<file path="src/hw/rtl/assert_macros.svh">
// Assertion macros used by the step pulse frequency ramp top level.
`ifndef ASSERT_MACROS_SVH
`define ASSERT_MACROS_SVH

// Checks a property on every rising clock edge outside of reset.
`define SPFR_ASSERT(label, prop, msg) \
    label: assert property (@(posedge clk) disable iff (!rst_n) (prop)) else $error(msg);

// Checks that a condition never holds on a rising clock edge outside of reset.
`define SPFR_ASSERT_NEVER(label, cond, msg) \
    label: assert property (@(posedge clk) disable iff (!rst_n) !(cond)) else $error(msg);

`endif

</file>
<file path="src/hw/rtl/spfr_pkg.sv">
// Types and constants of the step pulse frequency ramp.
`timescale 1ns / 1ps
`default_nettype none

package spfr_pkg;

    typedef enum logic [1:0] {
        CMD_FORWARD  = 2'd0,
        CMD_BACKWARD = 2'd1,
        CMD_STOP     = 2'd2,
        CMD_TICK     = 2'd3
    } spfr_cmd_t;

    typedef enum logic [1:0] {
        ST_IDLE,
        ST_START,
        ST_DIVIDE,
        ST_FINISH
    } spfr_state_t;

    localparam logic [2:0] CFG_TIMER_CLOCK = 3'd0;
    localparam logic [2:0] CFG_MIN_FREQ    = 3'd1;
    localparam logic [2:0] CFG_MAX_FREQ    = 3'd2;
    localparam logic [2:0] CFG_STEP_SIZE   = 3'd3;
    localparam logic [2:0] CFG_MIN_RELOAD  = 3'd4;

    localparam logic [31:0] TIMER_CLOCK_RESET = 32'd240000000;
    localparam logic [15:0] MIN_FREQ_RESET    = 16'd200;
    localparam logic [15:0] MAX_FREQ_RESET    = 16'd20000;
    localparam logic [15:0] STEP_SIZE_RESET   = 16'd50;
    localparam logic [31:0] MIN_RELOAD_RESET  = 32'd10;
    localparam logic [15:0] FREQ_RESET        = 16'd500;

    localparam int unsigned DIV_STEPS = 32;

    typedef struct packed {
        logic [1:0]  command;
        logic [15:0] target_freq;
    } spfr_in_t;

    typedef struct packed {
        logic [15:0] current_freq;
        logic [31:0] reload_value;
        logic [30:0] compare_value;
        logic        direction;
        logic        output_enabled;
        logic        ramping;
        logic        counter_restart;
    } spfr_out_t;

    typedef struct packed {
        logic busy;
        logic done;
    } spfr_div_status_t;

endpackage

`default_nettype wire

</file>
<file path="src/hw/rtl/step_pulse_frequency_ramp.sv">
// Top level of the step pulse frequency ramp: command handling, ramp state and period result.
`timescale 1ns / 1ps
`default_nettype none

// Each beat on the input channel carries a forward, backward, stop or tick command and yields
// one result beat with the present frequency, the timer reload and compare values and the
// direction, enable, ramping and restart flags. The block holds one beat at a time: a beat
// passes the start, divide and finish states before its result is ready; the serial divider
// forms timer clock over frequency one quotient bit per cycle. The next beat is accepted as
// soon as the result is in the output register, even while it is still stalled.
// Configuration registers may be written whenever no beat is in progress.
module step_pulse_frequency_ramp (
    input  wire logic                 clk,
    input  wire logic                 rst_n,
    input  wire logic                 in_valid,
    output      logic                 in_stall,
    input  wire spfr_pkg::spfr_in_t   in_data,
    output      logic                 out_valid,
    input  wire logic                 out_stall,
    output      spfr_pkg::spfr_out_t  out_data,
    input  wire logic                 cfg_wr_en,
    input  wire logic [2:0]           cfg_index,
    input  wire logic [31:0]          cfg_wr_data
);
    import spfr_pkg::*;

    `include "assert_macros.svh"

    function automatic logic [15:0] clamp_freq(input logic [15:0] f, input logic [15:0] lo,
                                               input logic [15:0] hi);
        logic [15:0] v;
        v = (f < lo) ? lo : f;
        v = (v > hi) ? hi : v;
        return v;
    endfunction

    spfr_state_t      state_reg;
    spfr_state_t      state_next;
    logic [31:0]      timer_clock_reg;
    logic [15:0]      min_freq_reg;
    logic [15:0]      max_freq_reg;
    logic [15:0]      step_size_reg;
    logic [31:0]      min_reload_reg;
    logic [15:0]      present_reg;
    logic [15:0]      present_next;
    logic [15:0]      goal_reg;
    logic [15:0]      goal_next;
    logic             dir_reg;
    logic             dir_next;
    logic             enable_reg;
    logic             enable_next;
    logic             stop_reg;
    logic             stop_next;
    logic             restart_reg;
    logic             restart_next;
    logic             out_valid_reg;
    logic             out_valid_next;
    spfr_out_t        out_data_reg;
    spfr_out_t        out_data_next;
    logic             div_start;
    logic [31:0]      div_quotient;
    spfr_div_status_t div_status;
    logic [15:0]      ramp_diff;
    logic [15:0]      ramp_freq;
    logic [31:0]      quo_dec;
    logic [31:0]      reload;
    logic             out_free;

    spfr_divider u_divider (
        .clk      (clk),
        .rst_n    (rst_n),
        .start    (div_start),
        .dividend (timer_clock_reg),
        .divisor  (clamp_freq(present_reg, min_freq_reg, max_freq_reg)),
        .quotient (div_quotient),
        .status   (div_status)
    );

    assign ramp_diff = (goal_reg > present_reg) ? (goal_reg - present_reg)
                                                : (present_reg - goal_reg);
    assign ramp_freq = (ramp_diff <= step_size_reg) ? goal_reg
                     : (goal_reg > present_reg) ? (present_reg + step_size_reg)
                                                : (present_reg - step_size_reg);

    assign quo_dec  = (div_quotient == '0) ? '0 : (div_quotient - 32'd1);
    assign reload   = (quo_dec < min_reload_reg) ? min_reload_reg : quo_dec;
    assign out_free = !out_valid_reg || !out_stall;

    always_comb
    begin
        state_next     = state_reg;
        present_next   = present_reg;
        goal_next      = goal_reg;
        dir_next       = dir_reg;
        enable_next    = enable_reg;
        stop_next      = stop_reg;
        restart_next   = restart_reg;
        out_valid_next = out_valid_reg && out_stall;
        out_data_next  = out_data_reg;
        div_start      = 1'b0;
        unique case (state_reg)
            ST_IDLE:
            begin
                if (in_valid)
                begin
                    restart_next = 1'b0;
                    unique case (spfr_cmd_t'(in_data.command))
                        CMD_FORWARD, CMD_BACKWARD:
                        begin
                            dir_next    = (spfr_cmd_t'(in_data.command) == CMD_FORWARD);
                            enable_next = 1'b1;
                            stop_next   = 1'b0;
                            goal_next   = clamp_freq(in_data.target_freq, min_freq_reg,
                                                     max_freq_reg);
                        end
                        CMD_STOP:
                        begin
                            goal_next = clamp_freq(min_freq_reg, min_freq_reg, max_freq_reg);
                            stop_next = 1'b1;
                        end
                        CMD_TICK:
                        begin
                            if (present_reg != goal_reg && step_size_reg != '0)
                            begin
                                present_next = ramp_freq;
                                restart_next = 1'b1;
                            end
                            if (stop_reg && present_next == goal_reg)
                            begin
                                enable_next = 1'b0;
                                stop_next   = 1'b0;
                            end
                        end
                        default:
                        begin
                        end
                    endcase
                    state_next = ST_START;
                end
            end
            ST_START:
            begin
                div_start  = 1'b1;
                state_next = ST_DIVIDE;
            end
            ST_DIVIDE:
            begin
                if (div_status.done)
                begin
                    state_next = ST_FINISH;
                end
            end
            ST_FINISH:
            begin
                if (out_free)
                begin
                    out_valid_next                = 1'b1;
                    out_data_next.current_freq    = present_reg;
                    out_data_next.reload_value    = reload;
                    out_data_next.compare_value   = enable_reg ? reload[31:1] : '0;
                    out_data_next.direction       = dir_reg;
                    out_data_next.output_enabled  = enable_reg;
                    out_data_next.ramping         = (present_reg != goal_reg);
                    out_data_next.counter_restart = restart_reg;
                    state_next                    = ST_IDLE;
                end
            end
            default:
            begin
                state_next = ST_IDLE;
            end
        endcase
    end

    always_ff @(posedge clk or negedge rst_n)
    begin
        if (!rst_n)
        begin
            state_reg <= ST_IDLE;
        end
        else
        begin
            state_reg <= state_next;
        end
    end

    always_ff @(posedge clk or negedge rst_n)
    begin
        if (!rst_n)
        begin
            present_reg   <= FREQ_RESET;
            goal_reg      <= FREQ_RESET;
            dir_reg       <= 1'b0;
            enable_reg    <= 1'b0;
            stop_reg      <= 1'b0;
            restart_reg   <= 1'b0;
            out_valid_reg <= 1'b0;
        end
        else
        begin
            present_reg   <= present_next;
            goal_reg      <= goal_next;
            dir_reg       <= dir_next;
            enable_reg    <= enable_next;
            stop_reg      <= stop_next;
            restart_reg   <= restart_next;
            out_valid_reg <= out_valid_next;
        end
    end

    always_ff @(posedge clk)
    begin
        out_data_reg <= out_data_next;
    end

    always_ff @(posedge clk or negedge rst_n)
    begin
        if (!rst_n)
        begin
            timer_clock_reg <= TIMER_CLOCK_RESET;
            min_freq_reg    <= MIN_FREQ_RESET;
            max_freq_reg    <= MAX_FREQ_RESET;
            step_size_reg   <= STEP_SIZE_RESET;
            min_reload_reg  <= MIN_RELOAD_RESET;
        end
        else if (cfg_wr_en)
        begin
            unique case (cfg_index)
                CFG_TIMER_CLOCK: timer_clock_reg <= cfg_wr_data;
                CFG_MIN_FREQ:    min_freq_reg    <= cfg_wr_data[15:0];
                CFG_MAX_FREQ:    max_freq_reg    <= cfg_wr_data[15:0];
                CFG_STEP_SIZE:   step_size_reg   <= cfg_wr_data[15:0];
                CFG_MIN_RELOAD:  min_reload_reg  <= cfg_wr_data;
                default:
                begin
                end
            endcase
        end
    end

    assign in_stall  = (state_reg != ST_IDLE);
    assign out_valid = out_valid_reg;
    assign out_data  = out_data_reg;

    `SPFR_ASSERT(a_done_in_divide, div_status.done |-> (state_reg == ST_DIVIDE),
                 "Divider finished outside the divide state.")
    `SPFR_ASSERT(a_start_when_idle, div_start |-> !div_status.busy,
                 "Divider started while still busy.")
    `SPFR_ASSERT(a_hold_unread,
                 (state_reg == ST_FINISH && out_valid_reg && out_stall) |=> (state_reg == ST_FINISH),
                 "Result written over an untaken beat.")
    `SPFR_ASSERT(a_compare_off,
                 (out_valid_reg && !out_data_reg.output_enabled) |-> (out_data_reg.compare_value == '0),
                 "Compare value nonzero while output is disabled.")

endmodule

`default_nettype wire

</file>
<file path="src/hw/rtl/spfr_divider.sv">
// Serial restoring divider: 32-bit dividend by 16-bit divisor, one quotient bit per cycle.
`timescale 1ns / 1ps
`default_nettype none

module spfr_divider (
    input  wire logic                      clk,
    input  wire logic                      rst_n,
    input  wire logic                      start,
    input  wire logic [31:0]               dividend,
    input  wire logic [15:0]               divisor,
    output      logic [31:0]               quotient,
    output      spfr_pkg::spfr_div_status_t status
);
    import spfr_pkg::*;

    localparam int unsigned CountWidth = $clog2(DIV_STEPS);

    logic                  busy_reg;
    logic                  busy_next;
    logic                  done_reg;
    logic                  done_next;
    logic [CountWidth-1:0] count_reg;
    logic [CountWidth-1:0] count_next;
    logic [15:0]           rem_reg;
    logic [15:0]           rem_next;
    logic [31:0]           quo_reg;
    logic [31:0]           quo_next;
    logic [15:0]           divisor_reg;
    logic [15:0]           divisor_next;
    logic [16:0]           trial;
    logic [16:0]           trial_diff;
    logic                  fits;

    assign trial      = {rem_reg, quo_reg[31]};
    assign trial_diff = trial - {1'b0, divisor_reg};
    assign fits       = trial >= {1'b0, divisor_reg};

    always_comb
    begin
        busy_next    = busy_reg;
        done_next    = 1'b0;
        count_next   = count_reg;
        rem_next     = rem_reg;
        quo_next     = quo_reg;
        divisor_next = divisor_reg;
        if (start)
        begin
            busy_next    = 1'b1;
            count_next   = CountWidth'(DIV_STEPS - 1);
            rem_next     = '0;
            quo_next     = dividend;
            divisor_next = divisor;
        end
        else if (busy_reg)
        begin
            rem_next = fits ? trial_diff[15:0] : trial[15:0];
            quo_next = {quo_reg[30:0], fits};
            if (count_reg == '0)
            begin
                busy_next = 1'b0;
                done_next = 1'b1;
            end
            else
            begin
                count_next = count_reg - 1'b1;
            end
        end
    end

    always_ff @(posedge clk or negedge rst_n)
    begin
        if (!rst_n)
        begin
            busy_reg  <= 1'b0;
            done_reg  <= 1'b0;
            count_reg <= '0;
        end
        else
        begin
            busy_reg  <= busy_next;
            done_reg  <= done_next;
            count_reg <= count_next;
        end
    end

    always_ff @(posedge clk)
    begin
        rem_reg     <= rem_next;
        quo_reg     <= quo_next;
        divisor_reg <= divisor_next;
    end

    assign quotient    = quo_reg;
    assign status.busy = busy_reg;
    assign status.done = done_reg;

endmodule

`default_nettype wire
</file>
<file path="config.mk">
export PLATFORM = sky130hd
export DESIGN_NAME = step_pulse_frequency_ramp
export DESIGN_NICKNAME = d
export VERILOG_FILES = /design/src/hw/rtl/spfr_pkg.sv /design/src/hw/rtl/step_pulse_frequency_ramp.sv /design/src/hw/rtl/spfr_divider.sv
export VERILOG_INCLUDE_DIRS = /design/src /design/src/hw/rtl
export SDC_FILE = /design/constraint.sdc
export NUM_CORES = 1
export LEC_CHECK = 0
export BUFFER_PORTS_ARGS = -buffer_cell sky130_fd_sc_hd__clkbuf_2
export CAP_MARGIN = 5
export CORE_MARGIN = 4
export CORE_UTILIZATION = 56
export CTS_CLUSTER_SIZE = 14
export DETAILED_ROUTE_END_ITERATION = 12
export PLACE_DENSITY_LB_ADDON = 0.2
export SYNTH_ARGS = -nofsm -noshare
export SYNTH_HDL_FRONTEND = slang
export SYNTH_SLANG_ARGS = --single-unit
</file>
<file path="constraint.sdc">
create_clock -name clk -period 6.7 [get_ports clk]
set_input_delay 1.34 -clock clk [delete_from_list [all_inputs] [get_ports clk]]
set_output_delay 1.34 -clock clk [all_outputs]
set_load 0.05 [all_outputs]
</file>
==> results of run 1 <==
==> where the power goes <==
group | internal (mW) | leakage [nW] | switching [mW]
Combinational | 0.748 | 5.93 | 0.932
Clock | 1.16 | 0.573 | 0.831
Sequential | 2.15 | 3.10 | 0.151
==> worst max-delay path by stage <==
stage | startpoint | to | slack, ns | cells past startpoint
2_1_floorplan | out_stall | out_data[0] | 1.06 | 1
3_3_place_gp | present_reg[13] | enable_reg | 0.83 | 22
3_5_place_dp | present_reg[13] | stop_reg | 0.69 | 22
4_1_cts | present_reg[13] | enable_reg | 0.67 | 22
5_1_grt | present_reg[13] | enable_reg | 0.20 | 22
6_report | present_reg[13] | enable_reg | 0.69 | 22
==> cell type report <==
type	instances	area [um^2]
fill	2897	12900
multi-input combinational	1468	11100
sequential	305	8250
clock buffer	48	986
timing repair buffer	168	925
inverter	167	627
tap	461	577
clock inverter	18	194
==> cells in the final DEF, fill, tap and decap left out, types with 35 or more instances in the layout <==
master,count
dfstp_2,35
o21ai_0,135
and2_1,36
nor3_1,35
a21oi_1,116
mux2_2,109
xor2_1,37
mux2i_1,57
xnor2_1,69
nand2_1,144
nand4_1,41
clkbuf_16,36
nor2_1,126
inv_1,167
dfrtp_1,123
a21o_1,56
ha_1,195
clkbuf_2,141
edfxtp_1,131
==> worst reg2reg max path: stages (launching register included) <==
cell and delay [ns]:
dfrtp_1 0.48, inv_1 0.10, ha_1 0.50, a21oi_1 0.12, o21ai_0 0.40, nor2b_1 0.11
nor3_2 0.30, nand2_1 0.31, buf_4 0.30, or3_1 0.38, o311a_1 0.20, a311oi_1 0.31
o22ai_1 0.14, xor2_1 0.16, ha_1 0.30, nand4_1 0.15, or4_1 0.54, nand2_1 0.25
mux2i_1 0.14, o311ai_0 0.12, nand4_1 0.14, a211oi_1 0.33, o21ai_1 0.10
==> through the flow <==
step | total power [mW] | std cells
6_report | 5.97 | 2635
5_1_grt | 6.27 | 2635
3_5_place_dp | 3.97 | 2569
2_1_floorplan | 3.48 | 2015
3_3_place_gp | 3.94 | 2569
4_1_cts | 5.98 | 2635
==> kinds of logic (layout without fill, tap and decap cells) <==
kind of cell               Yosys count  in the layout  share of synthesized area (%)
AOI/OAI and AO/OA                  467            467                           14.6
muxes                              192            192                           10.7
DFF                                305            305                           40.8
and+or+nand+nor                    501            501                           11.9
adders and majority gates          200            200                           12.5
xor gates and xnor gates           108            108                           4.81
buffers and inverters              242            401                           4.66
==> routing by layer <==
layer  track usage, %  vias up  part of all wire, %
met3             4.61      116                  7.5
met2             45.6      599                   44
met4             12.5        0                  4.4
met5                0        -                    0
li1                 -     7530                    -
met1             43.6     7807                   44
==> reports/qor.csv, run 1 <==
stage,metric,value,unit
setup_path,cp_top_family,simple AND/OR/NAND/NOR gates,
clocking,cts_resized,0,
grt,antenna_found_initial,1,
yosys,synthesis.area,20200,um^2
floorplanning,core-area,35600,um^2
setup_path,r2r.worst_path.cells,22,
sta,hold_ws,0.450,ns
yosys,synth_common_cells,"ha_1 (196), inv_1 (167), nand2_1 (144), o21ai_0 (135), edfxtp_1 (131)",
cells_and_area,drive_gt1_share,18.7,%
clocking,cts_buffers,36,
pwr,p_per_area,264,nW/um^2
sta,min_period,6.01,ns
yosys,synth-edff-count,131,
setup_path,worstPathMaxFanout,14,
setup_path,r2r-end,enable_reg,
routing,routed_via_density,6.09,
yosys,synth_top_area_share,19.4,%
grt,grt_use_total,30.2,%
routing,initialDrtViolationCount,1360,
setup_path,reg2reg_slack,0.69,ns
setup_path,crit_path_start_kind,register,
placed_design,dpl.hpwl,44800,um
outcome,status,completed,
cells_and_area,stdcell_area,22600,um^2
floorplanning,core.rowCount,69,
sta,skew,0.0184,ns
floorplanning,die-area,39200,um^2
setup_path,r2r_start,present_reg[13],
clocking,cts_buffer_depth,3,
setup_path,arrival,6.44,ns
placed_design,placed_cell_area,21500,um^2
routing,routed_wl,59400,um
yosys,synthesis.nets,2273,
sta,fin_ws,0.691,ns
floorplanning,die_w,198,um
clocking,insertion_delay,0.57,ns
grt,grt_pass1_wl,91800,um
yosys,synth_seq_cells,305,
sta,worst_pin_slew,1.25,ns
setup_path,worstPathRequired,7.13,ns
placed_design,io_buffers,142,
routing,dr.pass1.iters,5,
floorplanning,die_h,198,um
yosys,yosysUniqueCellTypes,75,
pwr,ir_drop,0.260,mV
pwr,leakage,9.61,nW
yosys,ys_async_sr_fraction,51.8,%
sta,fin_tns_setup,0,ns
hold_path,hold_depth,0,
routing,vias,16052,
cells_and_area,antenna_cells,0,
cells_and_area,nets,2404,
setup_path,crit_chain,inv_1 -> ha_1 -> a21oi_1 -> o21ai_0 -> nor2b_1 -> nor3_2 -> nand2_1 -> buf_4 -> or3_1 -> o311a_1 -> a311oi_1 -> o22ai_1 -> xor2_1 -> ha_1 -> nand4_1 -> or4_1 -> nand2_1 -> mux2i_1 -> o311ai_0 -> nand4_1 -> a211oi_1 -> o21ai_1,
placed_design,place_congestion,0.971,
sta,fin_crit_sh,89.7,%
run,maxCapViolations,0,
yosys,synth_area_per_cell,10.0,um^2
hold_path,min_to,out_data[3],
placed_design,dpl_worst_slack,0.694,ns
sta,drv_slew,0,
sta,relSlewSlack,16.5,%
setup_path,worst_setup_path_end_kind,register,
yosys,yosys_warnings,0,
hold_path,hp-start,dir_reg,
routing,drc,0,
yosys,synth.area.top_cells,"edfxtp_1 (19%), dfrtp_1 (15%), ha_1 (12%), mux2_2 (6.1%), dfstp_2 (4.5%)",
clocking,cts_setup_buffers,0,
cells_and_area,largest_reg_flops,83,
setup_path,slowest_delay,0.54,ns
setup_path,slowest_stage,or4_1,
sta,setup_viol,0,
floorplanning,io_pins,143,
sta,grt_setup_unrepaired,no,
grt,grt.overflow.total,0,
clocking,cts_max_level,2,
yosys,synth_top_area_cell,edfxtp_1,
setup_path,cp_num_buf_inv,2,
routing,wl_per_cell,22.5,um
grt,grt_max_degree,92,
clocking,cts_hold_repair.buffers,0,
routing,postRouteAntennaNets,0,
cells_and_area,final_core_util,63.6,%
clocking,cts.clk_slew.worst_paths,0.07,ns
yosys,syn_inst,2015,
floorplanning,initial_core_util,56.9,%
grt,grt_pass1_vias,15972,
clocking,clock_sinks,305,
clocking,cts_tree,done,
setup_path,path_class,reg2reg,
yosys,yosysSeqAreaShare,40.8,%
hold_path,hold_path_class,reg2reg,
clocking,root_buffer,clkbuf_16,
sta,fmax,166,MHz
cells_and_area,syn2layout_area_growth,11.9,%
yosys,synth-main-ff-cell,edfxtp_1,
sta,finalHoldViolations,0,
yosys,post-synth-top-count-cell,ha_1,
Note: power is estimated with default switching activity, not from simulation.
==> run 2, diff against run 1 <==
--- a/config.mk
+++ b/config.mk
@@ -6,7 +6,7 @@
 export SDC_FILE = /design/constraint.sdc
 export NUM_CORES = 1
 export LEC_CHECK = 0
-export BUFFER_PORTS_ARGS = -buffer_cell sky130_fd_sc_hd__clkbuf_2
+export BUFFER_PORTS_ARGS = -buffer_cell sky130_fd_sc_hd__buf_4
 export CAP_MARGIN = 5
 export CORE_MARGIN = 4
 export CORE_UTILIZATION = 56
==> run 2 against run 1 <==
Effect of this change:
- hold slack better by 0.0050 ns
- combinational power hardly changed
- sequential cell count stayed put
- fmax is 2.4% lower
- critical path depth is 2 lower
- first-iteration DRC count is 2.1% higher
- via count is 0.27% higher
- critical path type unchanged
- largest cell class unchanged
- highest routed layer unchanged
==> reports/qor.csv, run 2 (same netlist as run 1, synthesis figures left out) <==
stage,metric,value,unit,change
sta,skew,0.0172,ns,-0.00118 ns
sta,finalHoldViolations,0,,unchanged
pwr,total_power,5.94,mW,-0.44%
cells_and_area,mostFrequentLayoutCell,ha_1,,
sta,drv_slew,0,,unchanged
floorplanning,die_h,198,um,unchanged
setup_path,worst_setup_path_end_kind,register,,
hold_path,hold_path_class,reg2reg,,
clocking,insertion_delay,0.56,ns,about the same
grt,grt_pass1_vias,15903,,-0.43%
setup_path,r2r.worst_path.cells,20,,-9.1%
clocking,cts_max_level,2,,unchanged
setup_path,r2r-end,enable_reg,,
grt,grt.overflow.total,0,,unchanged
outcome,status,completed,,
sta,relSlewSlack,11.8,%,-4.7 points
setup_path,arrival,6.59,ns,+0.15 ns
grt,grt_use_total,30.0,%,-0.11 points
routing,routed_via_density,6.11,,+0.23%
routing,initialDrtViolationCount,1389,,+2.1%
clocking,cts_tree,done,,
sta,min_period,6.16,ns,+0.147 ns
placed_design,dpl_worst_slack,0.676,ns,-0.0173 ns
pwr,ir_drop,0.342,mV,+32%
clocking,cts_buffer_depth,3,,unchanged
clocking,cts_buffers,36,,unchanged
cells_and_area,nets,2405,,+0.042%
routing,wl_per_cell,22.6,um,+0.40%
routing,postRouteAntennaNets,0,,unchanged
clocking,cts_setup_buffers,0,,unchanged
clocking,clock_sinks,305,,unchanged
sta,fmax,162,MHz,-2.4%
sta,worst_pin_slew,1.32,ns,+0.0709 ns
routing,dr.pass1.iters,5,,unchanged
placed_design,place_congestion,1.03,,+5.7%
clocking,cts_resized,0,,unchanged
routing,vias,16095,,+0.27%
pwr,leakage,9.71,nW,+1.1%
cells_and_area,drive_gt1_share,18.7,%,about the same
setup_path,crit_chain,inv_1 -> ha_1 -> a21oi_1 -> o21ai_0 -> nor2b_1 -> nor3_2 -> nand2_1 -> buf_4 -> or3_1 -> o311a_1 -> a221oi_1 -> xnor2_1 -> ha_1 -> nand4_1 -> or4_1 -> nand2_1 -> buf_4 -> a2bb2oi_1 -> a211oi_1 -> o21ai_1,,
floorplanning,io_pins,143,,unchanged
sta,setup_viol,0,,unchanged
sta,fin_crit_sh,91.9,%,+2.2 points
placed_design,io_buffers,142,,unchanged
setup_path,slowest_stage,o21ai_0,,
cells_and_area,largest_reg_flops,83,,unchanged
cells_and_area,antenna_cells,0,,unchanged
clocking,root_buffer,clkbuf_16,,
cells_and_area,syn2layout_area_growth,13.6,%,
setup_path,worstPathMaxFanout,23,,+9
clocking,cts.clk_slew.worst_paths,0.05,ns,-0.02 ns
clocking,cts_hold_repair.buffers,0,,unchanged
setup_path,crit_path_start_kind,register,,
setup_path,slowest_delay,0.58,ns,+0.04 ns
grt,antenna_found_initial,0,,-1
setup_path,worstPathRequired,7.13,ns,about the same
sta,fin_ws,0.544,ns,-0.147 ns
setup_path,path_class,reg2reg,,
grt,grt_pass1_wl,91500,um,-0.24%
hold_path,hp-start,restart_reg,,
hold_path,min_to,out_data[0],,
floorplanning,die-area,39200,um^2,unchanged
sta,fin_tns_setup,0,ns,unchanged
routing,drc,0,,unchanged
pwr,p_per_area,258,nW/um^2,-2.0%
floorplanning,die_w,198,um,unchanged
sta,grt_setup_unrepaired,no,,
setup_path,reg2reg_slack,0.54,ns,-0.15 ns
floorplanning,core-area,35600,um^2,unchanged
cells_and_area,mostFrequentLayoutCells,"ha_1 (195), inv_1 (167), buf_4 (167)",,
grt,grt_max_degree,72,,-22%
routing,routed_wl,59600,um,+0.44%
setup_path,r2r_start,present_reg[13],,
placed_design,dpl.hpwl,44600,um,-0.35%
floorplanning,core.rowCount,69,,unchanged
floorplanning,initial_core_util,56.9,%,unchanged
hold_path,hold_depth,0,,unchanged
run,maxCapViolations,0,,unchanged
-- run 2: changes by cell type in the layout (fill, tap and decap cells not counted), sizes merged --
cell      before  now
clkinvlp       2    0
clkinv        11   12
buf           27  169
clkbuf       189   51
bufinv         3    1
-- run 2: worst max-delay path by stage --
stage | depth (start not counted) | start | slack (ns) | end
final | 20 | present_reg[13] | 0.54 | enable_reg
after global routing | 20 | present_reg[13] | 0.32 | enable_reg
after CTS | 20 | present_reg[13] | 0.66 | enable_reg
after detailed placement | 20 | present_reg[13] | 0.68 | enable_reg
after global placement | 20 | present_reg[13] | 0.70 | enable_reg
after floorplan | 1 | out_stall | 1.06 | out_data[0]
-- run 2: stage by stage --
| step | hold WS [ns] | area (um^2) | cells | utilization (%) |
|---|---|---|---|---|
| CTS | 0.452 | 23000 | 2636 | 64.6 |
| global placement | 0.436 | 21800 | 2570 | 61.3 |
| floorplan | 0.425 | 20200 | 2015 | - |
| global route | 0.461 | 23000 | 2636 | 64.6 |
| detailed placement | 0.440 | 21800 | 2570 | 61.3 |
| finish | 0.455 | 23000 | 2636 | 64.6 |
-- run 2: per-layer routing --
metal	GRT usage (%)	vias up	part of all wire [%]
met5	0	-	0
met4	11.0	0	4.0
met3	5.39	118	7.4
met2	46.5	599	45
met1	42.6	7854	44
li1	-	7524	-
-- run 2: worst max-delay path, delay by kind of cell, from the launching register on --
family,cells,cell delay [ns]
xor+xnor,1,0.13
simple gates,7,2.00
fa+ha+maj,2,0.81
buf+inv,3,0.71
flops,1,0.52
compound gates,7,1.84
-- run 2: layout make-up --
cell class	instances	area (um^2)
well taps	461	577
clock inverters	15	128
multi-input cells	1468	11100
repair buffers	169	1280
inverters	167	627
fillers	2946	12600
flip-flops and latches	305	8250
clock buffers	51	1050
-- run 2: report_power, final --
part | switching [mW] | internal, mW | total, mW
logic | 0.932 | 0.756 | 1.69
registers | 0.149 | 2.15 | 2.30
clock network | 0.815 | 1.14 | 1.96
==> run 3, diff against run 2 <==
--- a/config.mk
+++ b/config.mk
@@ -8,8 +8,10 @@
 export LEC_CHECK = 0
 export BUFFER_PORTS_ARGS = -buffer_cell sky130_fd_sc_hd__buf_4
 export CAP_MARGIN = 5
+export CELL_PAD_IN_SITES_DETAIL_PLACEMENT = 0
+export CELL_PAD_IN_SITES_GLOBAL_PLACEMENT = 1
 export CORE_MARGIN = 4
-export CORE_UTILIZATION = 56
+export CORE_UTILIZATION = 44
 export CTS_CLUSTER_SIZE = 14
 export DETAILED_ROUTE_END_ITERATION = 12
 export PLACE_DENSITY_LB_ADDON = 0.2
==> run 3 against run 2 <==
Effect of this change:
- die area increased by 26%
- clock-buffer cell count increased by 8
- clock power increased by 4%
- total power is 1.6% higher
==> reports/qor.csv, run 3 (same netlist as run 1, synthesis figures left out) <==
stage,metric,value,unit,change
setup_path,worstPathRequired,7.14,ns,about the same
cells_and_area,syn2layout_area_growth,14.9,%,
cells_and_area,drive_gt1_share,19.0,%,+0.25 points
sta,drv_slew,0,,unchanged
grt,grt_max_degree,88,,+22%
clocking,cts_max_level,2,,unchanged
placed_design,place_congestion,0.954,,-7.0%
cells_and_area,mostFrequentLayoutCells,"ha_1 (195), buf_4 (177), inv_1 (167)",,
routing,dr.pass1.iters,5,,unchanged
sta,skew,0.0259,ns,+0.00871 ns
clocking,cts_buffer_depth,3,,unchanged
cells_and_area,mostFrequentLayoutCell,ha_1,,
floorplanning,die-area,49500,um^2,+26%
clocking,cts.clk_slew.worst_paths,0.05,ns,about the same
grt,busiest_layer,met2,,
hold_path,hold_path_class,reg2reg,,
sta,worst_pin_slew,1.04,ns,-0.278 ns
floorplanning,die_w,222,um,+12%
grt,grt_use_met2,38.4,%,-8.2 points
placed_design,io_buffers,142,,unchanged
routing,postRouteAntennaNets,0,,unchanged
cells_and_area,fill_cells,4196,,+42%
sta,relSlewSlack,30.5,%,+19 points
clocking,insertion_delay,0.57,ns,about the same
sta,grt_setup_unrepaired,no,,
clocking,cts_tree,done,,
setup_path,crit_path_start_kind,register,,
floorplanning,die_h,222,um,+12%
cells_and_area,final_core_util,51.2,%,-13 points
grt,grt_util_met1,35.8,%,-6.8 points
sta,fin_tns_setup,0,ns,unchanged
floorplanning,initial_core_util,44.6,%,-12 points
setup_path,path_class,reg2reg,,
grt,grt_pass1_vias,15863,,-0.25%
placed_design,numPlacedInstances,2718,,+5.8%
sta,fin_ws,0.517,ns,-0.0268 ns
grt,grt_use_total,24.3,%,-5.7 points
cells_and_area,fin_cells,2788,,+5.8%
floorplanning,io_pins,143,,unchanged
clocking,cts_buffers,38,,+5.6%
pwr,leakage,9.76,nW,+0.54%
sta,finalHoldViolations,0,,unchanged
grt,gr-usage-met3,3.61,%,-1.8 points
placed_design,dpl.hpwl,46400,um,+4.1%
clocking,cts_hold_repair.buffers,0,,unchanged
grt,antenna_found_initial,1,,+1
floorplanning,core-area,45400,um^2,+28%
clocking,root_buffer,clkbuf_16,,
run,maxCapViolations,0,,unchanged
sta,setup_viol,0,,unchanged
outcome,status,completed,,
floorplanning,core.rowCount,78,,+13%
setup_path,worst_setup_path_end_kind,register,,
cells_and_area,largest_reg_flops,83,,unchanged
routing,routed_wl,61400,um,+3.0%
setup_path,worstPathMaxFanout,22,,-4.3%
cells_and_area,antenna_cells,0,,unchanged
routing,routed_via_density,5.68,,-7.0%
grt,grt.overflow.total,0,,unchanged
clocking,cts_resized,0,,unchanged
placed_design,dpl_worst_slack,0.595,ns,-0.0815 ns
sta,fmax,162,MHz,-0.43%
cells_and_area,nets,2416,,+0.46%
routing,drc,0,,unchanged
routing,wl_per_cell,22.0,um,-2.6%
sta,fin_crit_sh,92.3,%,+0.40 points
sta,hold_ws,0.449,ns,-0.00541 ns
setup_path,arrival,6.62,ns,+0.03 ns
pwr,p_per_area,260,nW/um^2,+0.44%
pwr,ir_drop,0.214,mV,-37%
routing,initialDrtViolationCount,1294,,-6.8%
clocking,cts_setup_buffers,0,,unchanged
routing,vias,15833,,-1.6%
clocking,clock_sinks,305,,unchanged
sta,min_period,6.18,ns,+0.0268 ns
grt,grt_pass1_wl,94500,um,+3.3%
==> run 3: report_power, final <==
group / switching [mW] / internal (mW)
sequential: 0.133 / 2.15
combinational: 0.960 / 0.763
clock: 0.832 / 1.20
total: 1.92 / 4.11
==> run 3: through the flow <==
stage,power [mW],instance area (um^2)
after global routing,6.36,23300
after floorplan,3.48,20200
after detailed placement,4.01,22000
final,6.04,23300
after CTS,6.07,23300
after global placement,4.00,22000
==> run 3: path summary, 6_finish.rpt <==
check                      cells after the start           start                   to  slack [ns]
max                                           21  present_reg[8]           enable_reg        0.52
min                                            0     restart_reg          out_data[0]        0.45
max reg2reg                                   21  present_reg[8]           enable_reg        0.52
min reg2reg                                    0     restart_reg          out_data[0]        0.45
max in group asynchronous                      2           rst_n  timer_clock_reg[25]        4.69
min in group asynchronous                      1           rst_n       present_reg[1]        0.88
==> run 3: layer usage <==
layer | routed length, um | vias up
li1 | - | 7531
met5 | 0 | -
met4 | 1150 | 0
met3 | 3280 | 66
met1 | 29300 | 7799
met2 | 27600 | 437
==> run 3: critical path, cell delays in order (launching register included) <==
cell and delay [ns]:
dfstp_2 0.62, inv_1 0.09, ha_1 0.44, and3_1 0.36
nand4_1 0.18, nor4_1 0.40, nor3_2 0.13, and2_1 0.48
o311a_1 0.54, a311oi_1 0.29, o22ai_1 0.13, xor2_1 0.16
ha_1 0.31, nand4_1 0.14, or4_1 0.54, nand2_1 0.24
buf_4 0.25, o21ai_0 0.08, o311ai_0 0.11, nand4_1 0.12
a211oi_1 0.34, o21ai_1 0.09
==> run 3: final cells by class <==
class	instances	area (um^2)	share of cell area, %
Clock inverter	11	120	0.517
Clock buffer	59	1090	4.69
Tap cell	600	751	3.23
Timing Repair Buffer	178	1340	5.76
Multi-Input combinational cell	1468	11100	47.6
Inverter	167	627	2.70
Sequential cell	305	8250	35.5
